==> src/sv/bcf_pkg.sv <==
// Shared types and constants for the byte-stuffed checksum framer.
// No dependencies; imported by every module of the block.
package bcf_pkg;

    localparam int START_REPEAT_DEF = 2;
    localparam int QUEUE_DEPTH      = 2;
    localparam int CFG_ADDR_W       = 3;

    localparam logic [7:0] START_BYTE_RST  = 8'hAA;
    localparam logic [7:0] ESCAPE_BYTE_RST = 8'hFF;

    localparam logic CFG_IDX_START  = 1'b0;
    localparam logic CFG_IDX_ESCAPE = 1'b1;

    typedef struct packed {
        logic [7:0] data;
        logic       first;
        logic       last;
        logic       data_esc;
        logic [7:0] sum;
        logic       sum_esc;
    } job_t;

endpackage

==> src/sv/bcf_front.sv <==
// Front part: running checksum and escape classification of each item.
// Depends on bcf_pkg (job_t).
module bcf_front
    import bcf_pkg::*;
(
    input  logic       clk,
    input  logic       rst_n,
    input  logic       push,
    input  logic [7:0] data_byte,
    input  logic       first_byte,
    input  logic       last_byte,
    input  logic [7:0] start_byte,
    input  logic [7:0] escape_byte,
    output job_t       job
);

    logic [7:0] sum_reg;
    logic [7:0] sum_next;
    logic [7:0] sum_base;
    logic [7:0] sum_new;

    always_comb
    begin
        sum_base = first_byte ? 8'h00 : sum_reg;
        sum_new  = sum_base + data_byte;
        sum_next = sum_reg;
        if (push)
        begin
            sum_next = last_byte ? 8'h00 : sum_new;
        end
        job.data     = data_byte;
        job.first    = first_byte;
        job.last     = last_byte;
        job.data_esc = (data_byte == start_byte) || (data_byte == escape_byte);
        job.sum      = sum_new;
        job.sum_esc  = (sum_new == start_byte) || (sum_new == escape_byte);
    end

    always_ff @(posedge clk or negedge rst_n)
    begin
        if (!rst_n)
        begin
            sum_reg <= 8'h00;
        end
        else
        begin
            sum_reg <= sum_next;
        end
    end

endmodule

==> src/sv/bcf_queue.sv <==
// Two-entry queue of classified items between front and back parts.
// Depends on bcf_pkg (job_t, QUEUE_DEPTH).
module bcf_queue
    import bcf_pkg::*;
(
    input  logic clk,
    input  logic rst_n,
    input  logic push,
    input  job_t push_job,
    output logic not_full,
    input  logic pop,
    output logic head_valid,
    output job_t head_job
);

    localparam int PTR_W = $clog2(QUEUE_DEPTH);
    localparam int CNT_W = $clog2(QUEUE_DEPTH + 1);

    job_t             entry_reg [QUEUE_DEPTH];
    logic [PTR_W-1:0] wr_ptr_reg;
    logic [PTR_W-1:0] rd_ptr_reg;
    logic [CNT_W-1:0] count_reg;

    assign not_full   = count_reg != CNT_W'(QUEUE_DEPTH);
    assign head_valid = count_reg != '0;
    assign head_job   = entry_reg[rd_ptr_reg];

    always_ff @(posedge clk)
    begin
        if (push)
        begin
            entry_reg[wr_ptr_reg] <= push_job;
        end
    end

    always_ff @(posedge clk or negedge rst_n)
    begin
        if (!rst_n)
        begin
            wr_ptr_reg <= '0;
            rd_ptr_reg <= '0;
            count_reg  <= '0;
        end
        else
        begin
            if (push)
            begin
                wr_ptr_reg <= (wr_ptr_reg == PTR_W'(QUEUE_DEPTH - 1)) ? '0 : wr_ptr_reg + 1'b1;
            end
            if (pop)
            begin
                rd_ptr_reg <= (rd_ptr_reg == PTR_W'(QUEUE_DEPTH - 1)) ? '0 : rd_ptr_reg + 1'b1;
            end
            if (push && !pop)
            begin
                count_reg <= count_reg + 1'b1;
            end
            else if (pop && !push)
            begin
                count_reg <= count_reg - 1'b1;
            end
        end
    end

endmodule

==> src/sv/bcf_back.sv <==
// Back part: expands queued items to bytes, one per unstalled cycle.
// Depends on bcf_pkg (job_t); drives the registered output channel.
module bcf_back
    import bcf_pkg::*;
#(
    parameter int START_REPEAT = START_REPEAT_DEF
)
(
    input  logic       clk,
    input  logic       rst_n,
    input  logic       q_valid,
    input  job_t       q_job,
    output logic       q_pop,
    input  logic [7:0] start_byte,
    input  logic [7:0] escape_byte,
    output logic       out_valid,
    input  logic       out_ready,
    output logic [7:0] out_byte,
    output logic       run_end,
    output logic       frame_end
);

    localparam int CNT_W = (START_REPEAT > 1) ? $clog2(START_REPEAT) : 1;

    typedef enum logic [2:0] {
        PH_NEW,
        PH_START,
        PH_DATA,
        PH_DATA_CPL,
        PH_SUM,
        PH_SUM_CPL
    } phase_t;

    phase_t           phase_reg;
    phase_t           phase_next;
    phase_t           phase_cur;
    logic [CNT_W-1:0] cnt_reg;
    logic [CNT_W-1:0] cnt_next;
    logic             out_valid_reg;
    logic [7:0]       out_byte_reg;
    logic             run_end_reg;
    logic             frame_end_reg;
    logic [7:0]       byte_sel;
    logic             done_sel;
    logic             frame_sel;
    logic             advance;

    assign advance   = q_valid && (!out_valid_reg || out_ready);
    assign q_pop     = advance && done_sel;
    assign out_valid = out_valid_reg;
    assign out_byte  = out_byte_reg;
    assign run_end   = run_end_reg;
    assign frame_end = frame_end_reg;

    always_comb
    begin
        if (phase_reg == PH_NEW)
        begin
            phase_cur = q_job.first ? PH_START : PH_DATA;
        end
        else
        begin
            phase_cur = phase_reg;
        end
        byte_sel   = q_job.data;
        done_sel   = 1'b0;
        frame_sel  = 1'b0;
        phase_next = phase_cur;
        cnt_next   = cnt_reg;
        unique case (phase_cur)
            PH_START:
            begin
                byte_sel = start_byte;
                if (cnt_reg == CNT_W'(START_REPEAT - 1))
                begin
                    cnt_next   = '0;
                    phase_next = PH_DATA;
                end
                else
                begin
                    cnt_next = cnt_reg + 1'b1;
                end
            end
            PH_DATA:
            begin
                if (q_job.data_esc)
                begin
                    byte_sel   = escape_byte;
                    phase_next = PH_DATA_CPL;
                end
                else
                begin
                    byte_sel   = q_job.data;
                    phase_next = PH_SUM;
                    done_sel   = !q_job.last;
                end
            end
            PH_DATA_CPL:
            begin
                byte_sel   = ~q_job.data;
                phase_next = PH_SUM;
                done_sel   = !q_job.last;
            end
            PH_SUM:
            begin
                if (q_job.sum_esc)
                begin
                    byte_sel   = escape_byte;
                    phase_next = PH_SUM_CPL;
                end
                else
                begin
                    byte_sel  = q_job.sum;
                    done_sel  = 1'b1;
                    frame_sel = 1'b1;
                end
            end
            PH_SUM_CPL:
            begin
                byte_sel  = ~q_job.sum;
                done_sel  = 1'b1;
                frame_sel = 1'b1;
            end
            default:
            begin
                byte_sel = q_job.data;
            end
        endcase
        if (done_sel)
        begin
            phase_next = PH_NEW;
        end
    end

    always_ff @(posedge clk or negedge rst_n)
    begin
        if (!rst_n)
        begin
            phase_reg     <= PH_NEW;
            cnt_reg       <= '0;
            out_valid_reg <= 1'b0;
            out_byte_reg  <= 8'h00;
            run_end_reg   <= 1'b0;
            frame_end_reg <= 1'b0;
        end
        else
        begin
            if (advance)
            begin
                phase_reg     <= phase_next;
                cnt_reg       <= cnt_next;
                out_valid_reg <= 1'b1;
                out_byte_reg  <= byte_sel;
                run_end_reg   <= done_sel;
                frame_end_reg <= frame_sel;
            end
            else if (out_ready)
            begin
                out_valid_reg <= 1'b0;
            end
        end
    end

`ifndef SYNTHESIS
    a_frame_end_closes_run : assert property (@(posedge clk) disable iff (!rst_n)
        out_valid_reg && frame_end_reg |-> run_end_reg)
        else $error("frame end without run end");

    a_mid_item_holds_job : assert property (@(posedge clk) disable iff (!rst_n)
        phase_reg != PH_NEW |-> q_valid)
        else $error("item in progress without a queued job");

    a_pop_loads_run_end : assert property (@(posedge clk) disable iff (!rst_n)
        q_pop |=> out_valid_reg && run_end_reg)
        else $error("pop without a run end byte");

    a_new_after_pop : assert property (@(posedge clk) disable iff (!rst_n)
        q_pop |=> phase_reg == PH_NEW && cnt_reg == '0)
        else $error("phase not restarted after pop");
`endif

endmodule

==> src/sv/byte_stuffed_checksum_framer_top.sv <==
// Top level of the byte-stuffed checksum framer: APB registers and wiring.
// Depends on bcf_pkg, bcf_front, bcf_queue and bcf_back.
//
//   channel  | handshake             | payload
//   ---------+-----------------------+---------------------------------
//   in       | in_valid / in_ready   | data_byte, first_byte, last_byte
//   out      | out_valid / out_ready | out_byte, run_end, frame_end
//   cfg      | psel/penable/pwrite   | paddr, pwdata, prdata
//
// One wire byte leaves per cycle from the back part's sequencer while the
// output is not stalled; an item produces 1 to START_REPEAT + 4 wire bytes.
// Items enter every cycle while the two-entry queue has room.
// Reset clears checksum, queue and sequencer; registers get their defaults.
// A stalled output holds its byte while the front keeps filling the queue.
module byte_stuffed_checksum_framer_top
    import bcf_pkg::*;
#(
    parameter int START_REPEAT = START_REPEAT_DEF
)
(
    input  logic                  clk,
    input  logic                  rst_n,
    input  logic                  in_valid,
    output logic                  in_ready,
    input  logic [7:0]            data_byte,
    input  logic                  first_byte,
    input  logic                  last_byte,
    output logic                  out_valid,
    input  logic                  out_ready,
    output logic [7:0]            out_byte,
    output logic                  run_end,
    output logic                  frame_end,
    input  logic                  psel,
    input  logic                  penable,
    input  logic                  pwrite,
    input  logic [CFG_ADDR_W-1:0] paddr,
    input  logic [31:0]           pwdata,
    output logic [31:0]           prdata,
    output logic                  pready
);

    logic [7:0] start_byte_reg;
    logic [7:0] escape_byte_reg;
    logic       cfg_wr;
    logic       push;
    logic       q_pop;
    logic       q_valid;
    job_t       push_job;
    job_t       q_job;

    assign pready = 1'b1;
    assign cfg_wr = psel && penable && pwrite;
    assign prdata = (paddr[2] == CFG_IDX_ESCAPE) ? {24'h0, escape_byte_reg}
                                                 : {24'h0, start_byte_reg};
    assign push   = in_valid && in_ready;

    always_ff @(posedge clk or negedge rst_n)
    begin
        if (!rst_n)
        begin
            start_byte_reg  <= START_BYTE_RST;
            escape_byte_reg <= ESCAPE_BYTE_RST;
        end
        else if (cfg_wr)
        begin
            if (paddr[2] == CFG_IDX_START)
            begin
                start_byte_reg <= pwdata[7:0];
            end
            else
            begin
                escape_byte_reg <= pwdata[7:0];
            end
        end
    end

    bcf_front u_front (
        .clk         (clk),
        .rst_n       (rst_n),
        .push        (push),
        .data_byte   (data_byte),
        .first_byte  (first_byte),
        .last_byte   (last_byte),
        .start_byte  (start_byte_reg),
        .escape_byte (escape_byte_reg),
        .job         (push_job)
    );

    bcf_queue u_queue (
        .clk        (clk),
        .rst_n      (rst_n),
        .push       (push),
        .push_job   (push_job),
        .not_full   (in_ready),
        .pop        (q_pop),
        .head_valid (q_valid),
        .head_job   (q_job)
    );

    bcf_back #(
        .START_REPEAT (START_REPEAT)
    ) u_back (
        .clk         (clk),
        .rst_n       (rst_n),
        .q_valid     (q_valid),
        .q_job       (q_job),
        .q_pop       (q_pop),
        .start_byte  (start_byte_reg),
        .escape_byte (escape_byte_reg),
        .out_valid   (out_valid),
        .out_ready   (out_ready),
        .out_byte    (out_byte),
        .run_end     (run_end),
        .frame_end   (frame_end)
    );

endmodule
==> config.mk <==
export PLATFORM = sky130hd
export DESIGN_NAME = byte_stuffed_checksum_framer_top
export DESIGN_NICKNAME = d
export VERILOG_FILES = /design/src/sv/bcf_pkg.sv /design/src/sv/bcf_front.sv /design/src/sv/bcf_queue.sv /design/src/sv/bcf_back.sv /design/src/sv/byte_stuffed_checksum_framer_top.sv
export SDC_FILE = /design/constraint.sdc
export NUM_CORES = 1
export LEC_CHECK = 0
export BUFFER_PORTS_ARGS = -buffer_cell sky130_fd_sc_hd__buf_2
export CORE_MARGIN = 3
export CORE_UTILIZATION = 57
export DETAILED_ROUTE_END_ITERATION = 6
export GPL_TIMING_DRIVEN = 1
export PLACE_DENSITY = 0.85
export SYNTH_ARGS = -nofsm -noshare
export SYNTH_HDL_FRONTEND = slang
export SYNTH_HIERARCHICAL = 1
export SYNTH_SLANG_ARGS = --single-unit
==> constraint.sdc <==
create_clock -name clk -period 3.4 [get_ports clk]
set_input_delay 1.02 -clock clk [delete_from_list [all_inputs] [get_ports clk]]
set_output_delay 1.02 -clock clk [all_outputs]
set_load 0.05 [all_outputs]
==> results of run 1 <==
==> area by class of cell <==
class | instances | area [um^2]
Clock inverter | 4 | 23.8
Tap cell | 126 | 158
Timing Repair Buffer | 71 | 420
Fill cell | 687 | 3140
Multi-Input combinational cell | 337 | 2720
Clock buffer | 12 | 149
Sequential cell | 83 | 2290
Inverter | 19 | 71.3
==> worst min path at each step <==
| stage | startpoint | to | slack, ns | cells after the start |
|---|---|---|---|---|
| 2_1_floorplan | u_queue/wr_ptr_reg$_DFFE_PN0P_ | u_queue/wr_ptr_reg$_DFFE_PN0P_ | 0.46 | 1 |
| 3_3_place_gp | u_back/frame_end$_DFFE_PN0P_ | u_back/frame_end$_DFFE_PN0P_ | 0.46 | 2 |
| 6_report | u_back/frame_end$_DFFE_PN0P_ | u_back/frame_end$_DFFE_PN0P_ | 0.48 | 2 |
| 5_1_grt | u_queue/count_reg[1]$_DFFE_PN0P_ | u_queue/count_reg[1]$_DFFE_PN0P_ | 0.50 | 1 |
| 3_5_place_dp | u_back/frame_end$_DFFE_PN0P_ | u_back/frame_end$_DFFE_PN0P_ | 0.48 | 2 |
| 4_1_cts | u_queue/count_reg[1]$_DFFE_PN0P_ | u_queue/count_reg[1]$_DFFE_PN0P_ | 0.49 | 1 |
==> kinds of logic after synthesis <==
logic type,synth area share
DFF,0.424
and+or+nand+nor,0.0946
buffers and inverters,0.0893
adders and majority gates,0.0222
xor gates and xnor gates,0.0731
AOI/OAI and AO/OA,0.164
other,0.00139
muxes,0.132
==> layout by cell type, fill, tap and decap left out, types with 3 or more instances in the layout <==
cell / n
dfrtp_1: 31
nand2b_1: 9
o211ai_1: 3
nand3_1: 4
a22oi_1: 4
nand3b_1: 7
a21oi_1: 21
conb_1: 25
nor2b_1: 6
nand2_1: 18
buf_2: 45
o221a_1: 5
inv_1: 18
nor3_1: 4
xor2_1: 13
and2_1: 3
dfstp_2: 12
o211a_1: 8
nor2_1: 19
a31oi_1: 10
clkbuf_8: 10
o21ai_0: 20
xnor2_1: 24
o21a_1: 6
o22ai_1: 6
inv_4: 3
buf_4: 26
mux2i_1: 8
nand4_1: 7
mux2_2: 31
mux2_4: 19
edfxtp_1: 40
ha_1: 8
==> critical path: cells and delay by family <==
kind,cells,cell delay [ns]
buffers and inverters,1,0.12
adder cells (fa/ha/maj),2,0.71
AND/OR/NAND/NOR,2,0.27
XOR/XNOR,1,0.19
AO/OA/AOI/OAI,4,1.10
==> synth_stat cells (all sizes together) (4+ instances only) <==
master   n
buf     53
mux2    50
edfxtp  40
dfrtp   31
xnor2   24
a21oi   21
nor2    21
o21ai   21
inv     19
nand2   18
xor2    13
dfstp   12
a31oi   10
nand2b   9
ha       8
mux2i    8
nand4    8
o211a    8
nand3b   7
o221a    7
clkbuf   6
nor2b    6
o21a     6
o22ai    6
a22oi    4
and2     4
nand3    4
nor3     4
==> power by group through the flow <==
stage	registers, uW	clock network (uW)	logic, uW
floorplan	1850	0	2080
global placement	1760	0	2670
detailed placement	1790	0	2750
CTS	1770	646	2770
global route	1810	689	3010
finish	1770	632	2790
==> per-stage QoR <==
stage          instance area [um^2]  utilization
3_3_place_gp                   5660        0.631
4_1_cts                        5840        0.650
2_1_floorplan                  5500            -
5_1_grt                        5840        0.650
3_5_place_dp                   5660        0.631
6_report                       5840        0.650
==> layer usage <==
metal  vias up  global-route usage  share of wire
li1       1783                   -              -
met1      1899               0.318           0.40
met2       201               0.387           0.49
met3        37              0.0577          0.087
met4         0               0.104          0.028
met5         -                   0              0
==> summary.md, run 1 <==
| Metric | Value |
|---|---|
| Status | completed |
| Syn Area/Cell | 11.4 um^2 |
| Overall via count from detail_route | 3920 |
| Worst-margin pin slew | 0.966 ns |
| Vias in the first global route | 3787 |
| Cts bufs inserted | 9 |
| Hold-fix buffers at CTS | 0 |
| Area share of the largest cell type after synthesis | 0.222 |
| Sequential fraction of design power | 0.342 |
| CP peak stage delay | 0.48 ns |
| Hold slack | 0.485 ns |
| Largest net degree at the start of global routing | 44 |
| Fin. Hold Viols | 0 |
| Fin Clk Skew | 0.00559 ns |
| Area leader, netlist | edfxtp_1 |
| Setup-failing EPs final | 0 |
| DR WL/cell | 19.3 um |
| Worst endpoint data arrival time | 3.43 ns |
| Gr ovfl total | 0 |
| Clock period minus worst slack | 3.26 ns |
| Post-CTS Resized | 0 |
| # diodes | 0 |
| Worst R2R Setup Slack | 0.58 ns |
| Max-slew headroom | 0.356 |
| Tot GR Track Use | 0.243 |
| Total Neg Setup Slack | 0 ns |
| Fin. max-slew vios | 0 |
| Crit-path cells | buf_2 > nor2_1 > ha_1 > fa_1 > xor2_1 > a311oi_1 > o2111ai_1 > a2111oi_4 > nand3b_1 > a32oi_1 |
| Max clock buf depth | 2 |
| Syn Std Cell Area | 0.00541 mm^2 |
| Die Ht | 103 um |
| Clock power frac | 0.122 |
| Reg clk slew, reported paths | 0.08 ns |
| Initial Utilization | 0.603 |
| CTS Root Cell | clkbuf_8 |
| Seq/Total Area, Yosys | 0.424 |
| DRC Markers | 0 |
| Worst Path Required | 3.57 ns |
| Worst-case reg-to-reg path depth | 10 |
| Slowest cell on the critical path | fa_1 |
| Post-detailed-routing wire length | 12600 um |
| Number of setup buffers added after CTS | 0 |
| Internal power | 2910 uW |
| Highest clock rate | 307 MHz |
| # rows | 34 |
| Pwr Density | 890 mW/mm^2 |
| FF-to-FF Start | u_front/sum_reg[0]$_DFFE_PN0P_ |
| Global-route wire length before repair | 19500 um |
| CP endpoint | u_queue/entry_reg[0][0]$_DFFE_PP_ |
| Post-layout power | 5190 uW |
| Clock Sinks | 83 |
| CP Launch Point | first_byte |
| Die area | 0.0107 mm^2 |
| Initial antenna violation count | 0 |
| Critical path type | in -> reg |
| Cell count after synthesis | 475 |
| Post-synth EDFFs | 40 |
| Peak supply drop | 389 uV |
| Max-cap violations | 0 |
| Final antenna-violating net count | 0 |
| Net switching share of the total power | 0.439 |
| Nets | 582 |
| Synth top area cells | edfxtp_1 (22%), dfrtp_1 (14%), mux2_2 (6.5%) |
| Core Area | 0.00898 mm^2 |
| Final Worst Setup Slack | 0.140 ns |
| Clk_lat worst skew | 0.35 ns |
| Finished Layout Cells | 652 |
| Placed Cells | 636 |
| Critical Path Fanout Max | 3 |
| DP Worst Slack | -0.113 ns |
| Startpoint types | input port |
| Drt first pass iters | 5 |
| #FFs+latches synth | 83 |
| RePlAce Congestion | 0.985 |
| R2r endpoint | u_queue/entry_reg[0][0]$_DFFE_PP_ |
| HPWL Detailed | 9360 um |
| Iteration-0 DRC Markers | 274 |
| Yosys cell types | 73 |
| Final Cycle Share | 0.959 |
| # H-tree levels | 3 |
| Max reg flops | 40 |
| Critical path capture point type | flop |
| Layout cell share with drive strength beyond 1 | 0.317 |
| Hold/Removal Path Class | reg -> reg |
| Switching power | 2280 uW |
| Combinational Power Share | 0.536 |
| Yosys warns | 6 |
| DR vias/cell | 6.01 |
| Die width | 103 um |
| # port buffers | 45 |
| RSZ-0062 raised after global routing | false |
| Asr flop ratio synth | 0.518 |
| Num ports | 97 |
| Leakage | 0.00243 uW |
| Top FF cell, synth | edfxtp_1 |
| Synthesis-to-layout area growth | 7.86% |
| CTS tree | done |
Power figures use the tool's default switching activity.
==> run 2, diff against run 1 <==
--- a/config.mk
+++ b/config.mk
@@ -7,10 +7,11 @@
 export LEC_CHECK = 0
 export BUFFER_PORTS_ARGS = -buffer_cell sky130_fd_sc_hd__buf_2
 export CORE_MARGIN = 3
-export CORE_UTILIZATION = 57
+export CORE_UTILIZATION = 58
+export CTS_BUF_LIST = sky130_fd_sc_hd__clkbuf_2 sky130_fd_sc_hd__clkbuf_4 sky130_fd_sc_hd__clkbuf_8
 export DETAILED_ROUTE_END_ITERATION = 6
 export GPL_TIMING_DRIVEN = 1
-export PLACE_DENSITY = 0.85
+export PLACE_DENSITY = 0.86
 export SYNTH_ARGS = -nofsm -noshare
 export SYNTH_HDL_FRONTEND = slang
 export SYNTH_HIERARCHICAL = 1
==> run 2 against run 1 <==
Effect of this change: sequential power about the same; fmax grew 1.9%; via count increased by 0.33%; utilization rose by 1.2 points; clock power rose by 28%; highest routed layer unchanged; critical endpoint is now u_queue/entry_reg[1][0]$_DFFE_PP_.
==> summary.md, run 2 (synthesis results as in run 1) <==
| Metric | Value |
|---|---|
| Clock Sinks | 83 |
| Worst-case reg-to-reg path depth | 10 |
| Hold path depth | 2 |
| # diodes | 0 |
| Status | completed |
| Post-DP Area | 0.00565 mm^2 |
| Clk_lat worst skew | 0.35 ns |
| Most frequent cells in the layout | buf_2 (45), edfxtp_1 (40), mux2_2 (31), dfrtp_1 (31), buf_4 (27) |
| Worst Path Required | 3.56 ns |
| Fin Clk Skew | 0.00906 ns |
| Fin. max-slew vios | 0 |
| Fin area | 0.00588 mm^2 |
| Final Worst Setup Slack | 0.200 ns |
| Initial antenna violation count | 0 |
| Critical Path Fanout Max | 3 |
| Max-cap violations | 0 |
| Clock period minus worst slack | 3.20 ns |
| Worst-margin pin slew | 0.993 ns |
| Largest net degree at the start of global routing | 44 |
| FF-to-FF Start | u_front/sum_reg[0]$_DFFE_PN0P_ |
| Sequential fraction of design power | 0.330 |
| CTS tree | done |
| Num ports | 97 |
| Highest clock rate | 312 MHz |
| CP Launch Point | first_byte |
| Initial Utilization | 0.608 |
| Hold-fix buffers at CTS | 0 |
| Nets | 583 |
| Most common cell after layout, fill and taps aside | buf_2 |
| WHS Endpoint | u_back/frame_end$_DFFE_PN0P_ |
| Vias in the first global route | 3856 |
| Core Area | 0.00889 mm^2 |
| Number of setup buffers added after CTS | 0 |
| Internal power | 3080 uW |
| Post-Route Utilization | 0.662 |
| Reg clk slew, reported paths | 0.08 ns |
| Leakage | 0.00246 uW |
| CTS Root Cell | clkbuf_8 |
| Final Cycle Share | 0.941 |
| Fin. Hold Viols | 0 |
| Max reg flops | 40 |
| Die width | 103 um |
| Worst R2R Setup Slack | 0.60 ns |
| Worst Hold Launch | u_back/frame_end$_DFFE_PN0P_ |
| Hold/Removal Path Class | reg -> reg |
| Clock power frac | 0.150 |
| Global-route wire length before repair | 20000 um |
| Setup-failing EPs final | 0 |
| Die area | 0.0105 mm^2 |
| Combinational Power Share | 0.521 |
| DP Worst Slack | -0.106 ns |
| Worst endpoint data arrival time | 3.36 ns |
| Die Ht | 103 um |
| Cts bufs inserted | 9 |
| RePlAce Congestion | 0.943 |
| Overall via count from detail_route | 3933 |
| Max-slew headroom | 0.338 |
| Gr ovfl total | 0 |
| # rows | 34 |
| # H-tree levels | 3 |
| Iteration-0 DRC Markers | 349 |
| Peak supply drop | 394 uV |
| Switching power | 2320 uW |
| Pwr Density | 918 mW/mm^2 |
| RSZ-0062 raised after global routing | false |
| Drt first pass iters | 5 |
| Final antenna-violating net count | 0 |
| Net switching share of the total power | 0.430 |
| Startpoint types | input port |
| Critical path capture point type | flop |
| Synthesis-to-layout area growth | 8.74% |
| DR WL/cell | 20.0 um |
| R2r endpoint | u_queue/entry_reg[1][0]$_DFFE_PP_ |
| Post-CTS Resized | 0 |
| Tot GR Track Use | 0.248 |
| Max clock buf depth | 2 |
| DRC Markers | 0 |
| Post-detailed-routing wire length | 12700 um |
| Critical path type | in -> reg |
| Layout cell share with drive strength beyond 1 | 0.321 |
| # port buffers | 45 |
| Post-layout power | 5400 uW |
| HPWL Detailed | 9310 um |
| DR vias/cell | 6.19 |
==> run 2: cell count changes in the layout (fill, tap and decap cells not counted) <==
cell,previous run,this run
clkinv_2,1,0
inv_4,3,1
bufinv_16,0,2
clkbuf_1,1,0
clkbuf_4,1,0
clkbuf_8,10,11
clkinv_4,0,2
buf_4,26,27
==> run 2: worst max-delay path, stage by stage <==
cell and delay [ns]:
buf_2 0.13, nor2_1 0.11, ha_1 0.20, fa_1 0.45, xor2_1 0.18, a311oi_1 0.26, o2111ai_1 0.23, a2111oi_4 0.38
nand3b_1 0.11, a32oi_1 0.29
==> run 2: cell type report <==
| class | count | area, um^2 |
|---|---|---|
| Sequential cell | 83 | 2290 |
| Inverter | 19 | 71.3 |
| Fill cell | 660 | 3010 |
| Clock buffer | 11 | 151 |
| Timing Repair Buffer | 72 | 428 |
| Clock inverter | 5 | 83.8 |
| Multi-Input combinational cell | 337 | 2720 |
| Tap cell | 108 | 135 |
==> run 2: power groups by stage <==
stage | clock (uW) | sequential (uW) | combinational (uW)
4_1_cts | 824 | 1770 | 2780
5_1_grt | 866 | 1820 | 3030
3_3_place_gp | 0 | 1770 | 2670
6_report | 809 | 1780 | 2810
3_5_place_dp | 0 | 1790 | 2760
2_1_floorplan | 0 | 1850 | 2080
==> run 2: how the worst max path moves through the flow <==
stage	endpoint	slack, ns
floorplan	u_queue/entry_reg[0][0]$_DFFE_PP_	0.07
global placement	u_queue/entry_reg[1][0]$_DFFE_PP_	-0.03
detailed placement	u_queue/entry_reg[1][0]$_DFFE_PP_	-0.11
CTS	u_queue/entry_reg[1][0]$_DFFE_PP_	0.25
global route	u_queue/entry_reg[1][0]$_DFFE_PP_	0.03
finish	u_queue/entry_reg[1][0]$_DFFE_PP_	0.20
==> run 2: routing by layer <==
layer / track usage / vias up / share of wire
met5: 0 / - / 0
met4: 0.0848 / 0 / 0.024
met3: 0.0595 / 31 / 0.080
met2: 0.405 / 200 / 0.49
met1: 0.323 / 1912 / 0.40
li1: - / 1790 / -
==> run 2: stage by stage <==
step | hold WS (ns) | std cells | setup TNS, ns
finish | 0.484 | 635 | 0
global route | 0.532 | 635 | 0
CTS | 0.488 | 635 | 0
detailed placement | 0.473 | 619 | -0.211
global placement | 0.460 | 619 | -0.0683
floorplan | 0.455 | 498 | 0
